### src/hw/rtl/s5e_pkg.sv
// Shared types, constants and state encodings of the 5x5 Sobel edge threshold unit.
package s5e_pkg;

    localparam int DEF_MAX_WIDTH = 1024;
    localparam int MAX_HEIGHT    = 4096;
    localparam int ROW_W         = 13;
    localparam int PIX_W         = 24;
    localparam int LINE_ROWS     = 4;
    localparam int GRAD_W        = 16;
    localparam int DIFF_W        = 12;
    localparam int SQ_W          = 28;
    localparam int RAD_W         = 30;
    localparam int ROOT_W        = 15;
    localparam int REM_W         = 16;
    localparam int ACC_W         = 28;
    localparam int COEF_W        = 13;
    localparam int CFG_W         = 13;
    localparam int CFG_IDX_W     = 2;
    localparam int QUEUE_DEPTH   = 2;
    localparam int QPTR_W        = $clog2(QUEUE_DEPTH);
    localparam int QCNT_W        = $clog2(QUEUE_DEPTH + 1);

    localparam logic [13:0] LIMIT_SCALE = 14'd15000;
    localparam logic [COEF_W-1:0] GRAY_COEF [3] = '{13'd2989, 13'd5870, 13'd1140};
    localparam logic [7:0] EDGE_ON  = 8'd255;
    localparam logic [7:0] EDGE_OFF = 8'd0;

    typedef enum logic [CFG_IDX_W-1:0] {
        CFG_WIDTH  = 2'd0,
        CFG_HEIGHT = 2'd1,
        CFG_THRESH = 2'd2
    } cfg_index_t;

    typedef struct packed {
        logic [7:0] red;
        logic [7:0] green;
        logic [7:0] blue;
    } pix_in_t;

    typedef struct packed {
        logic [7:0] edge_value;
        logic       frame_last;
    } pix_out_t;

    typedef struct packed {
        logic [2:0][GRAD_W-1:0] gx;
        logic [2:0][GRAD_W-1:0] gy;
        logic                   last;
    } grad_t;

    typedef struct packed {
        logic  push;
        logic  full;
        logic  pop;
        logic  nonempty;
    } queue_ctl_t;

    typedef enum logic [1:0] {
        F_IDLE,
        F_LOAD,
        F_DIFF,
        F_SUM
    } front_state_t;

    typedef enum logic [2:0] {
        B_IDLE,
        B_SQUARE,
        B_ADD,
        B_ROOT,
        B_SCALE,
        B_ACC,
        B_EMIT
    } back_state_t;

endpackage

### src/hw/rtl/s5e_queue.sv
// Two-entry request queue between the gradient front and the magnitude back end.
module s5e_queue
    import s5e_pkg::*;
(
    input  logic       clk,
    input  logic       rst_n,
    input  logic       push,
    input  grad_t      push_data,
    input  logic       pop,
    output grad_t      pop_data,
    output queue_ctl_t ctl
);

    grad_t entry_reg [QUEUE_DEPTH];
    logic [QPTR_W-1:0] wr_ptr_reg, rd_ptr_reg;
    logic [QCNT_W-1:0] count_reg;

    assign pop_data     = entry_reg[rd_ptr_reg];
    assign ctl.push     = push;
    assign ctl.pop      = pop;
    assign ctl.full     = (count_reg == QCNT_W'(QUEUE_DEPTH));
    assign ctl.nonempty = (count_reg != '0);

    always_ff @(posedge clk)
    begin
        if (push)
        begin
            entry_reg[wr_ptr_reg] <= push_data;
        end
    end

    always_ff @(posedge clk or negedge rst_n)
    begin
        if (!rst_n)
        begin
            wr_ptr_reg <= '0;
            rd_ptr_reg <= '0;
            count_reg  <= '0;
        end
        else
        begin
            if (push)
            begin
                wr_ptr_reg <= wr_ptr_reg + 1'b1;
            end
            if (pop)
            begin
                rd_ptr_reg <= rd_ptr_reg + 1'b1;
            end
            count_reg <= count_reg + QCNT_W'(push) - QCNT_W'(pop);
        end
    end

    a_no_overflow: assert property (@(posedge clk) disable iff (!rst_n)
        push |-> !ctl.full)
        else $error("Request pushed into a full queue.");

    a_no_underflow: assert property (@(posedge clk) disable iff (!rst_n)
        pop |-> ctl.nonempty)
        else $error("Request popped from an empty queue.");

    a_count_bound: assert property (@(posedge clk) disable iff (!rst_n)
        count_reg <= QCNT_W'(QUEUE_DEPTH))
        else $error("Queue count exceeds its depth.");

endmodule

### config.mk
export PLATFORM = sky130hd
export DESIGN_NAME = s5e_queue
export DESIGN_NICKNAME = d
export VERILOG_FILES = /design/src/hw/rtl/s5e_pkg.sv /design/src/hw/rtl/s5e_queue.sv
export SDC_FILE = /design/constraint.sdc
export NUM_CORES = 1
export LEC_CHECK = 0
export ABC_CLOCK_PERIOD_IN_PS = 14800
export BUFFER_PORTS_ARGS = -buffer_cell sky130_fd_sc_hd__clkbuf_2
export CAP_MARGIN = 10
export CORE_AREA = 5 5 177 179
export CTS_BUF_LIST = sky130_fd_sc_hd__clkbuf_8
export DETAILED_ROUTE_END_ITERATION = 8
export DIE_AREA = 0 0 182 184
export PLACE_DENSITY = 0.41
export SETUP_SLACK_MARGIN = 0.15
export SYNTH_ARGS = -nofsm -noshare
export SYNTH_HDL_FRONTEND = slang
export SYNTH_SLANG_ARGS = --single-unit
### constraint.sdc
create_clock -name clk -period 14.8 [get_ports clk]
set_input_delay 2.22 -clock clk [delete_from_list [all_inputs] [get_ports clk]]
set_output_delay 2.22 -clock clk [all_outputs]
set_load 0.05 [all_outputs]
==> results.json <==
{
  "ctsHoldBuffers": 0,
  "die_height_um": 184,
  "detail_route.drc_violations": 0,
  "die-area_um2": 33500,
  "max_cap_check_violation_count": 0,
  "maxClockFrequency_mhz": 196,
  "post-place-ws_ps": 9930,
  "worst_r2r_path_depth": 3,
  "sink_count_of_the_clock_tree": 198,
  "power.density_nw_per_um2": 214,
  "synth.yosys.seq_area_share_pct": 81.3,
  "timing.hold.ws_ps": 575,
  "number_of_routed_nets_with_antenna_violations": 0,
  "synth-xor-area-share_pct": 0.567,
  "critPathCaptureType": "output pin",
  "post_synthesis_adder_cell_area_fraction_pct": 0.343,
  "gr-total-overflow": 0,
  "layout-drive-gt1-share_pct": 62.0,
  "max_reg_flops": 194,
  "cts_made_buffers": 17,
  "power.leakage_nw": 3.43,
  "final_slew_violations": 0,
  "setup_total_negative_slack_ps": 0,
  "hold_violations": 0,
  "number_of_synthesized_register_bits": 198,
  "criticalPathCategory": "reg -> out",
  "postSynthCellCount": 319,
  "dp.final_hpwl_mm": 9.98,
  "cts_htree_levels": 4,
  "cts_buffer_depth": 2,
  "grt_first_pass_wirelength_mm": 23.5,
  "path_max_fanout": 50,
  "boundaryPins": 202,
  "area_growth_from_synthesis_to_layout_pct": 24.7,
  "outcome": "completed",
  "gr-usage-all-layers_pct": 9.23,
  "clockRootBuffer": "clkbuf_8",
  "final.period_utilization_pct": 34.4,
  "final_period_minus_worst_setup_slack_ps": 5090,
  "setup_slack_ps": 9710,
  "design.core.area_um2": 29400,
  "worstPathRequired_ps": 12580,
  "synthesis.nets": 422,
  "detailedRoute.firstIterationViolations": 104,
  "maxSlewHeadroom_pct": 46.8,
  "type_of_the_tightest_min_delay_check": "reg -> reg",
  "totalWireLength_mm": 15.4,
  "grt_pass1_vias": 4061,
  "reg2reg_to": "entry_reg[0][77]",
  "netlist_area_um2": 7290,
  "r2r_start": "wr_ptr_reg",
  "via_count": 3664,
  "finalNetCount": 633,
  "die_width_um": 182,
  "io_buffer_count": 201,
  "fin_skew_ps": 16.8,
  "setup_viol": 0,
  "worstMarginPinSlew_ps": 798,
  "worst_setup_sp_type": "flip-flop",
  "grt_start_max_net_pins": 55,
  "firstDrtPassIters": 4,
  "whs_path_depth": 1,
  "synth_top_family_by_area": "multiplexers",
  "r2r_setup_slack_ps": 12550,
  "syn-mean-instance-area_um2": 22.8,
  "gp_congestion": 0.707,
  "clk-insertion-delay-late_ps": 450,
  "tritoncts": "built",
  "antenna_found_initial": 0,
  "postCtsResizedCells": 0,
  "clkSlewWorstSetupHoldPaths_ps": 100,
  "wire_per_inst_um": 16.5,
  "synth.area.mux_share_pct": 16.0,
  "cts_post_setup_buffers_inserted": 0,
  "arrival_ps": 2870,
  "timing.hold.worst.start": "wr_ptr_reg",
  "rsz0062_at_grt": "no",
  "antenna_cells_inserted": 0,
  "yosys_warnings": 0,
  "synth-compound-area-share_pct": 0,
  "worst_ir_drop_vdd_mv": 0.128,
  "floorplan.initialDensity_pct": 24.8,
  "fp-row-count": 63,
  "viasPerCell": 3.93,
  "synth_simple_gate_area_share_pct": 0.343,
  "holdPathEnd": "wr_ptr_reg",
  "distinct_cell_type_count_of_the_synthesized_netlist": 14
}
## worst max path at each step
| stage | end | cells past startpoint | slack, ps | from |
|---|---|---|---|---|
| after detailed placement | ctl[3] | 2 | 9930 | push |
| after global placement | ctl[3] | 2 | 9940 | push |
| after global routing | pop_data[79] | 3 | 9490 | rd_ptr_reg |
| final | pop_data[9] | 3 | 9710 | rd_ptr_reg |
| after floorplan | entry_reg[0][0] | 1 | 7790 | push |
| after CTS | pop_data[95] | 3 | 9570 | rd_ptr_reg |
## layer usage
layer	vias to the layer above	wire length, um	GRT usage [%]	share of wire [%]
met4	0	104	2.88	0.68
met1	1857	6580	11.3	43
li1	1683	-	-	-
met3	5	1140	3.58	7.4
met2	119	7570	15.1	49
met5	-	0	0	0
## cell families after synthesis
kind of cell / Yosys count
XOR/XNOR: 3
adder cells (fa/ha/maj): 2
buffers and inverters: 15
flip-flops: 198
multiplexers: 97
AND/OR/NAND/NOR: 4
## stage by stage
step	total power [W]	cells	utilization, %	instance area (um2)
5_1_grt	0.00205	932	30.9	9080
2_1_floorplan	0.00148	319	-	7290
3_5_place_dp	0.00166	901	29.7	8730
3_3_place_gp	0.00165	901	29.7	8730
4_1_cts	0.00200	932	30.9	9080
6_report	0.00195	932	30.9	9080
## power breakdown
group | switching, W | internal (W) | total (W)
clock | 0.000199 | 0.000121 | 0.000319
sequential | 0.0000524 | 0.000744 | 0.000796
combinational | 0.000600 | 0.000231 | 0.000831
## cells in the mapped netlist
master    count  area share, %
buf_2         7           0.48
dfrtp_1       4            1.4
buf_6         4           0.62
mux2_4       20            4.1
buf_4         2           0.21
edfxtp_1    194             80
xor3_1        1           0.33
nor2b_1       2           0.17
inv_1         2           0.10
and2_1        1          0.086
ha_1          2           0.34
or2_2         1          0.086
mux2_2       77             12
xor2_1        2           0.24
## area by class of cell
| class | count | area, um2 |
|---|---|---|
| Tap cell | 390 | 488 |
| Timing Repair Buffer | 205 | 1040 |
| Inverter | 2 | 7.51 |
| Clock inverter | 14 | 121 |
| Fill cell | 2912 | 20300 |
| Sequential cell | 198 | 5930 |
| Clock buffer | 17 | 234 |
| Multi-Input combinational cell | 106 | 1270 |
## layout by cell type (no fill, tap or decap)
cell and count:
mux2_2 77, clkinv_1 1, dfrtp_1 3, clkinv_4 6
clkinv_2 1, xor3_1 1, nor2b_4 1, ha_1 2
mux2_4 20, xor2_1 2, buf_4 4, nor2b_1 1
dfrtp_4 1, inv_8 4, clkbuf_2 201, and2_4 1
inv_1 2, edfxtp_1 194, clkbuf_8 17, clkinvlp_4 2
or2_2 1
## worst max-delay path, cell delays in order (launching register included)
cell and delay, ps:
dfrtp_4 880, buf_4 750, mux2_2 410, clkbuf_2 250
No activity file was read; power rests on OpenSTA's default activity.
