`config.mk`:
```
export PLATFORM = sky130hd
export DESIGN_NAME = s5e_back
export DESIGN_NICKNAME = d
export VERILOG_FILES = /design/src/hw/rtl/s5e_pkg.sv /design/src/hw/rtl/s5e_back.sv
export SDC_FILE = /design/constraint.sdc
export NUM_CORES = 2
export LEC_CHECK = 0
export BUFFER_PORTS_ARGS = -buffer_cell sky130_fd_sc_hd__buf_4
export CAP_MARGIN = 20
export CORE_MARGIN = 1
export CORE_UTILIZATION = 70
export DETAILED_ROUTE_END_ITERATION = 10
export GPL_TIMING_DRIVEN = 1
export HOLD_SLACK_MARGIN = 0.08
export MAX_ROUTING_LAYER = met4
export PLACE_DENSITY_LB_ADDON = 0.3
export SLEW_MARGIN = 20
export SYNTH_ARGS = -nofsm -noshare
export SYNTH_HDL_FRONTEND = slang
export SYNTH_SLANG_ARGS = --single-unit
```
`constraint.sdc`:
```
create_clock -name clk -period 23.2 [get_ports clk]
set_input_delay 2.32 -clock clk [delete_from_list [all_inputs] [get_ports clk]]
set_output_delay 2.32 -clock clk [all_outputs]
set_load 0.02 [all_outputs]
```
`src/hw/rtl/s5e_pkg.sv`:
```
// Shared types, constants and state encodings of the 5x5 Sobel edge threshold unit.
package s5e_pkg;

    localparam int DEF_MAX_WIDTH = 1024;
    localparam int MAX_HEIGHT    = 4096;
    localparam int ROW_W         = 13;
    localparam int PIX_W         = 24;
    localparam int LINE_ROWS     = 4;
    localparam int GRAD_W        = 16;
    localparam int DIFF_W        = 12;
    localparam int SQ_W          = 28;
    localparam int RAD_W         = 30;
    localparam int ROOT_W        = 15;
    localparam int REM_W         = 16;
    localparam int ACC_W         = 28;
    localparam int COEF_W        = 13;
    localparam int CFG_W         = 13;
    localparam int CFG_IDX_W     = 2;
    localparam int QUEUE_DEPTH   = 2;
    localparam int QPTR_W        = $clog2(QUEUE_DEPTH);
    localparam int QCNT_W        = $clog2(QUEUE_DEPTH + 1);

    localparam logic [13:0] LIMIT_SCALE = 14'd15000;
    localparam logic [COEF_W-1:0] GRAY_COEF [3] = '{13'd2989, 13'd5870, 13'd1140};
    localparam logic [7:0] EDGE_ON  = 8'd255;
    localparam logic [7:0] EDGE_OFF = 8'd0;

    typedef enum logic [CFG_IDX_W-1:0] {
        CFG_WIDTH  = 2'd0,
        CFG_HEIGHT = 2'd1,
        CFG_THRESH = 2'd2
    } cfg_index_t;

    typedef struct packed {
        logic [7:0] red;
        logic [7:0] green;
        logic [7:0] blue;
    } pix_in_t;

    typedef struct packed {
        logic [7:0] edge_value;
        logic       frame_last;
    } pix_out_t;

    typedef struct packed {
        logic [2:0][GRAD_W-1:0] gx;
        logic [2:0][GRAD_W-1:0] gy;
        logic                   last;
    } grad_t;

    typedef struct packed {
        logic  push;
        logic  full;
        logic  pop;
        logic  nonempty;
    } queue_ctl_t;

    typedef enum logic [1:0] {
        F_IDLE,
        F_LOAD,
        F_DIFF,
        F_SUM
    } front_state_t;

    typedef enum logic [2:0] {
        B_IDLE,
        B_SQUARE,
        B_ADD,
        B_ROOT,
        B_SCALE,
        B_ACC,
        B_EMIT
    } back_state_t;

endpackage

```
`src/hw/rtl/s5e_back.sv`:
```
// Back end: per-channel gradient magnitude, gray weighting, threshold and output register.
module s5e_back
    import s5e_pkg::*;
(
    input  logic              clk,
    input  logic              rst_n,
    input  logic              q_nonempty,
    input  grad_t             q_data,
    output logic              q_pop,
    input  logic [CFG_W-1:0]  thresh_cfg,
    output logic              out_valid,
    input  logic              out_stall,
    output pix_out_t          out_data
);

    back_state_t state_reg, state_next;
    grad_t             cur_reg, cur_next;
    logic [1:0]        ch_reg, ch_next;
    logic [SQ_W-1:0]   sqx_reg, sqx_next, sqy_reg, sqy_next;
    logic [RAD_W-1:0]  rad_reg, rad_next;
    logic [REM_W-1:0]  rem_reg, rem_next;
    logic [ROOT_W-1:0] root_reg, root_next;
    logic [3:0]        step_reg, step_next;
    logic [ACC_W-1:0]  prod_reg, prod_next, acc_reg, acc_next, lim_reg, lim_next;
    logic              out_valid_reg, out_valid_next;
    pix_out_t          out_reg, out_next;

    logic signed [GRAD_W-1:0]   gxs, gys;
    logic signed [2*GRAD_W-1:0] px, py;
    logic [REM_W+1:0]           rem_sh, trial;

    assign gxs    = $signed(cur_reg.gx[ch_reg]);
    assign gys    = $signed(cur_reg.gy[ch_reg]);
    assign px     = gxs * gxs;
    assign py     = gys * gys;
    assign rem_sh = {rem_reg, rad_reg[RAD_W-1 -: 2]};
    assign trial  = {1'b0, root_reg, 2'b01};

    always_comb
    begin
        state_next     = state_reg;
        cur_next       = cur_reg;
        ch_next        = ch_reg;
        sqx_next       = sqx_reg;
        sqy_next       = sqy_reg;
        rad_next       = rad_reg;
        rem_next       = rem_reg;
        root_next      = root_reg;
        step_next      = step_reg;
        prod_next      = prod_reg;
        acc_next       = acc_reg;
        lim_next       = lim_reg;
        out_valid_next = out_valid_reg && out_stall;
        out_next       = out_reg;
        q_pop          = 1'b0;
        case (state_reg)
            B_IDLE:
            begin
                if (q_nonempty)
                begin
                    q_pop      = 1'b1;
                    cur_next   = q_data;
                    ch_next    = 2'd0;
                    acc_next   = '0;
                    lim_next   = ACC_W'(thresh_cfg) * ACC_W'(LIMIT_SCALE);
                    state_next = B_SQUARE;
                end
            end
            B_SQUARE:
            begin
                sqx_next   = SQ_W'(unsigned'(px));
                sqy_next   = SQ_W'(unsigned'(py));
                state_next = B_ADD;
            end
            B_ADD:
            begin
                rad_next   = RAD_W'(sqx_reg) + RAD_W'(sqy_reg);
                rem_next   = '0;
                root_next  = '0;
                step_next  = '0;
                state_next = B_ROOT;
            end
            B_ROOT:
            begin
                if (rem_sh >= trial)
                begin
                    rem_next  = REM_W'(rem_sh - trial);
                    root_next = {root_reg[ROOT_W-2:0], 1'b1};
                end
                else
                begin
                    rem_next  = REM_W'(rem_sh);
                    root_next = {root_reg[ROOT_W-2:0], 1'b0};
                end
                rad_next  = {rad_reg[RAD_W-3:0], 2'b00};
                step_next = step_reg + 4'd1;
                if (step_reg == 4'(ROOT_W - 1))
                begin
                    state_next = B_SCALE;
                end
            end
            B_SCALE:
            begin
                prod_next  = ACC_W'(root_reg) * ACC_W'(GRAY_COEF[ch_reg]);
                state_next = B_ACC;
            end
            B_ACC:
            begin
                acc_next = acc_reg + prod_reg;
                if (ch_reg == 2'd2)
                begin
                    state_next = B_EMIT;
                end
                else
                begin
                    ch_next    = ch_reg + 2'd1;
                    state_next = B_SQUARE;
                end
            end
            B_EMIT:
            begin
                if (!out_valid_reg || !out_stall)
                begin
                    out_valid_next      = 1'b1;
                    out_next.edge_value = (acc_reg > lim_reg) ? EDGE_ON : EDGE_OFF;
                    out_next.frame_last = cur_reg.last;
                    state_next          = B_IDLE;
                end
            end
            default: state_next = B_IDLE;
        endcase
    end

    always_ff @(posedge clk or negedge rst_n)
    begin
        if (!rst_n)
        begin
            state_reg     <= B_IDLE;
            out_valid_reg <= 1'b0;
        end
        else
        begin
            state_reg     <= state_next;
            out_valid_reg <= out_valid_next;
        end
    end

    always_ff @(posedge clk)
    begin
        cur_reg  <= cur_next;
        ch_reg   <= ch_next;
        sqx_reg  <= sqx_next;
        sqy_reg  <= sqy_next;
        rad_reg  <= rad_next;
        rem_reg  <= rem_next;
        root_reg <= root_next;
        step_reg <= step_next;
        prod_reg <= prod_next;
        acc_reg  <= acc_next;
        lim_reg  <= lim_next;
        out_reg  <= out_next;
    end

    assign out_valid = out_valid_reg;
    assign out_data  = out_reg;

endmodule

```
==> impl_results.md <==
* Result of the run: complete, no violations
* Crit. End Element: flip-flop
* I/O Pins at roughly 130
* Horizontal die dimension at approximately 240 µm
* Drt drc at 0
* Post-CTS Setup Repair Bufs at 0
* Worst min-delay path class: reg -> reg
* Number of nets with antenna violations after detailed routing at 0
* Peak fanout along the critical path at 37
* Dominant cells by area after synthesis: sky130_fd_sc_hd__fa_1, sky130_fd_sc_hd__edfxtp_1, sky130_fd_sc_hd__ha_1, sky130_fd_sc_hd__inv_1, sky130_fd_sc_hd__nor2_1
* Total half-perimeter wirelength after legalization and detailed placement at roughly 68000 µm
* Number of hold buffers added after cts at 0
* Setup clock skew after layout at roughly 0.033 ns
* Mapped cell area at just under 40000 µm²
* Signal arrival time at the worst endpoint at a little over 9 ns
* Final max-slew violation count at 0
* Share of flip-flops with an asynchronous set or reset at 0.01316
* Part of the cycle the worst path needs at 0.3804
* GRT met2 Usage at 0.5456
* Number of port buffers at roughly 120
* Final Hold Viols at 0
* Source-to-sink clock delay at the later pin of the worst-skew pair at ~0.56 ns
* CTS Root Buffer Type: sky130_fd_sc_hd__clkbuf_16
* Synthesis-to-finish area growth at 7.424%
* Worst path slowest cell: sky130_fd_sc_hd__nor2_4
* Number of antenna violations at the first check in global routing at 0
* Number of CTS-inserted buffers at 35
* Most frequent standard cell in the layout excluding fill and tap cells: sky130_fd_sc_hd__inv_1
* Count of flip-flops with a built-in enable after synthesis at 300
* Largest family of logic cells by synthesized area: adder cells
* Count of distinct cell types in the synthesized netlist at 77
* Layout cells sized above 1 at 0.06130
* DRC marker count from the first detailed-route iteration at approximately 2000
* Number of violations of the max-capacitance limit at 0
* Share of cell area taken by muxes after synthesis at 0.01246
* Headroom to the max-slew limit at 0.2605
* Longest individual stage delay on the worst path at approximately 0.79 ns
* Count of H-tree levels built during CTS at 2
* Placed instance area at around 40000 µm²
* Final weighted congestion in routability-driven placement at between 0.9 and 1
* Largest net degree at the start of global routing at 90
* Worst setup path category: reg -> reg
* Synth Net Count at between 4000 and 5000
* FMAX at 0.1133 GHz
* Required time of the critical path at roughly 23 ns
* Share of the synthesized area in compound gates (AO/OA/AOI/OAI) at 0.07978
* Worst Tran Pin Value at roughly 1.1 ns
* Cell breakdown of the critical path: buf_4 -> inv_1 -> nor2_4 -> a21o_1 -> inv_1 -> nor2_1 -> fa_1 -> fa_1 -> inv_1 -> fa_1 -> fa_1 -> inv_1 -> fa_1 -> fa_1 -> ha_1 -> a21oi_1 -> nor2_1 -> nor2_1 -> inv_1 -> a2111oi_0 -> o21bai_1 -> a21oi_1 -> xnor2_1
* # nets final at 5010
* Number of diodes at 0
* First-pass GRT wire length at around 140000 µm
* Proportion of synthesized chip area in sequential cells at 0.2362
* Predominant post-synthesis flop cell: sky130_fd_sc_hd__edfxtp_1
* Total overflow reported by the global router at 0
* Via-to-Cell Ratio at ~5.7
* Height of the die at between 200 and 250 µm
* Number of gates resized after CTS at 0
* Number of endpoints failing setup at the final stage at 0
* Routing usage on met3 at 0.04768
* Post-placement setup slack at 14.54 ns
* Synthesized-area fraction occupied by adder cells at 0.4429
* Top library cells by usage in the layout, fill and taps aside: sky130_fd_sc_hd__inv_1, sky130_fd_sc_hd__fa_1, sky130_fd_sc_hd__ha_1
* Setup ws final at 14.37 ns
* Cell occurring most often along the worst timing path: sky130_fd_sc_hd__fa_1
* YS warnings at 0
* Maximum buffer depth of the clock tree at 3
* Detailed-routing iteration count for the pre-antenna-repair pass at 6
* Final worst hold slack at 0.4270 ns
* Post-synthesis register bit count at between 300 and 400
* Gr busiest metal: met2
* Area fraction in and, or, nand and nor cells after synthesis at 0.09046
* Total routed wirelength at 83490 µm
* Clock tree from TritonCTS: built
* Crit-path leading delay family: adder cells
* Clock transition at path regs at roughly 0.070 ns
* Total GRT Usage at 0.3253
* Minimum clock period at between 8 and 9 ns
* Area share of the largest cell type after synthesis at 0.3099
* Vias in the first global route at 28550
* Cell taking the most area after synthesis: sky130_fd_sc_hd__fa_1
* Number of clock sinks seen by CTS at around 300
* Buffers and inverters on the worst path at 6
* Setup repair after global routing missed its margin: false
* Final setup TNS at 0 ns
* Number of vias after detailed routing at between 20000 and 30000
* Initial Utilization at 0.7124
* Post-route cell area at slightly above 40000 µm²
* WL per Instance at around 18 µm
* Core Box Area at between 50000 and 60000 µm²
* Mapped Cells at about 3800
* Post-Synth XOR/XNOR Area at 0.04293
* CP Launch Type: flip-flop
* Num rows at 85
* M1 GR Usage at 0.4003
* Die Area at 56030 µm²
* Max reg flops at a little under 100
* Mapped Avg Cell Area at around 10 µm²
cells by family (layout without fill, tap and decap cells):
| group | count (synthesis) | in the layout |
|---|---|---|
| AOI/OAI and AO/OA | 470 | 470 |
| xor gates and xnor gates | 189 | 189 |
| adders and majority gates | 1007 | 1007 |
| buffers and inverters | 966 | 1107 |
| DFF | 304 | 304 |
| muxes | 48 | 48 |
| and+or+nand+nor | 790 | 790 |
routing by layer:
metal / wire (µm) / up-vias
met3: 5796 / 224
met1: 32440 / 12890
li1: - / 12240
met4: 3387 / 0
met2: 41860 / 1038
met5: 0 / -
worst reg2reg max path, delay by kind of cell, from the launching register on:
kind | cells | cell delay, ns
compound gates | 5 | 1.64
buf+inv | 6 | 1.36
flops | 1 | 0.33
xor+xnor | 1 | 0.09
fa+ha+maj | 7 | 3.61
simple gates | 4 | 1.51
synthesized netlist by cell type, drive strengths merged, types with 8 or more instances:
| cell | number |
|---|---|
| inv | 882 |
| fa | 597 |
| ha | 410 |
| nor2 | 336 |
| edfxtp | 300 |
| nand2 | 229 |
| a21oi | 153 |
| xnor2 | 143 |
| o21ai | 78 |
| a21o | 74 |
| and2 | 63 |
| mux2i | 48 |
| clkbuf | 46 |
| xor2 | 46 |
| nor3 | 36 |
| nand3 | 33 |
| a211oi | 24 |
| buf | 24 |
| o21a | 20 |
| o21bai | 19 |
| nor2b | 17 |
| clkinv | 14 |
| nand2b | 13 |
| a31oi | 12 |
| and3 | 10 |
| o31ai | 10 |
| nand4 | 9 |
| or2 | 9 |
| o41ai | 8 |
layout make-up:
type / count / area, µm²
clock buffer: 40 / 894.6
clock inverter: 23 / 261.5
fill: 3540 / 12710
inverter: 896 / 3366
multi-input combinational: 2504 / 25810
sequential: 304 / 9109
tap: 696 / 870.8
timing repair buffer: 148 / 1111
path summary, 6_finish.rpt:
path | slack (ns) | cells after the start | to | from
hold / removal | 0.43 | 0 | out_data[0]$_DFFE_PP_ | cur_reg[0]$_DFFE_PP_
min in group asynchronous | 1.56 | 1 | state_reg[0]$_DFFE_PN0P_ | rst_n
max in group asynchronous | 21.52 | 1 | state_reg[1]$_DFFE_PN0P_ | rst_n
setup reg to reg | 14.37 | 23 | sqy_reg[27]$_DFFE_PP_ | ch_reg[0]$_SDFFCE_PN0P_
hold reg to reg | 0.43 | 0 | out_data[0]$_DFFE_PP_ | cur_reg[0]$_DFFE_PP_
setup / recovery | 14.37 | 23 | sqy_reg[27]$_DFFE_PP_ | ch_reg[0]$_SDFFCE_PN0P_
stage by stage:
step	utilization	cells
after global placement	0.7438	4548
after floorplan	-	3774
final	0.7653	4611
after detailed placement	0.7438	4548
after CTS	0.7652	4611
after global routing	0.7653	4611
Power is not shown: default switching activity piles up to over one toggle a cycle in this logic, so the estimate is an artifact.
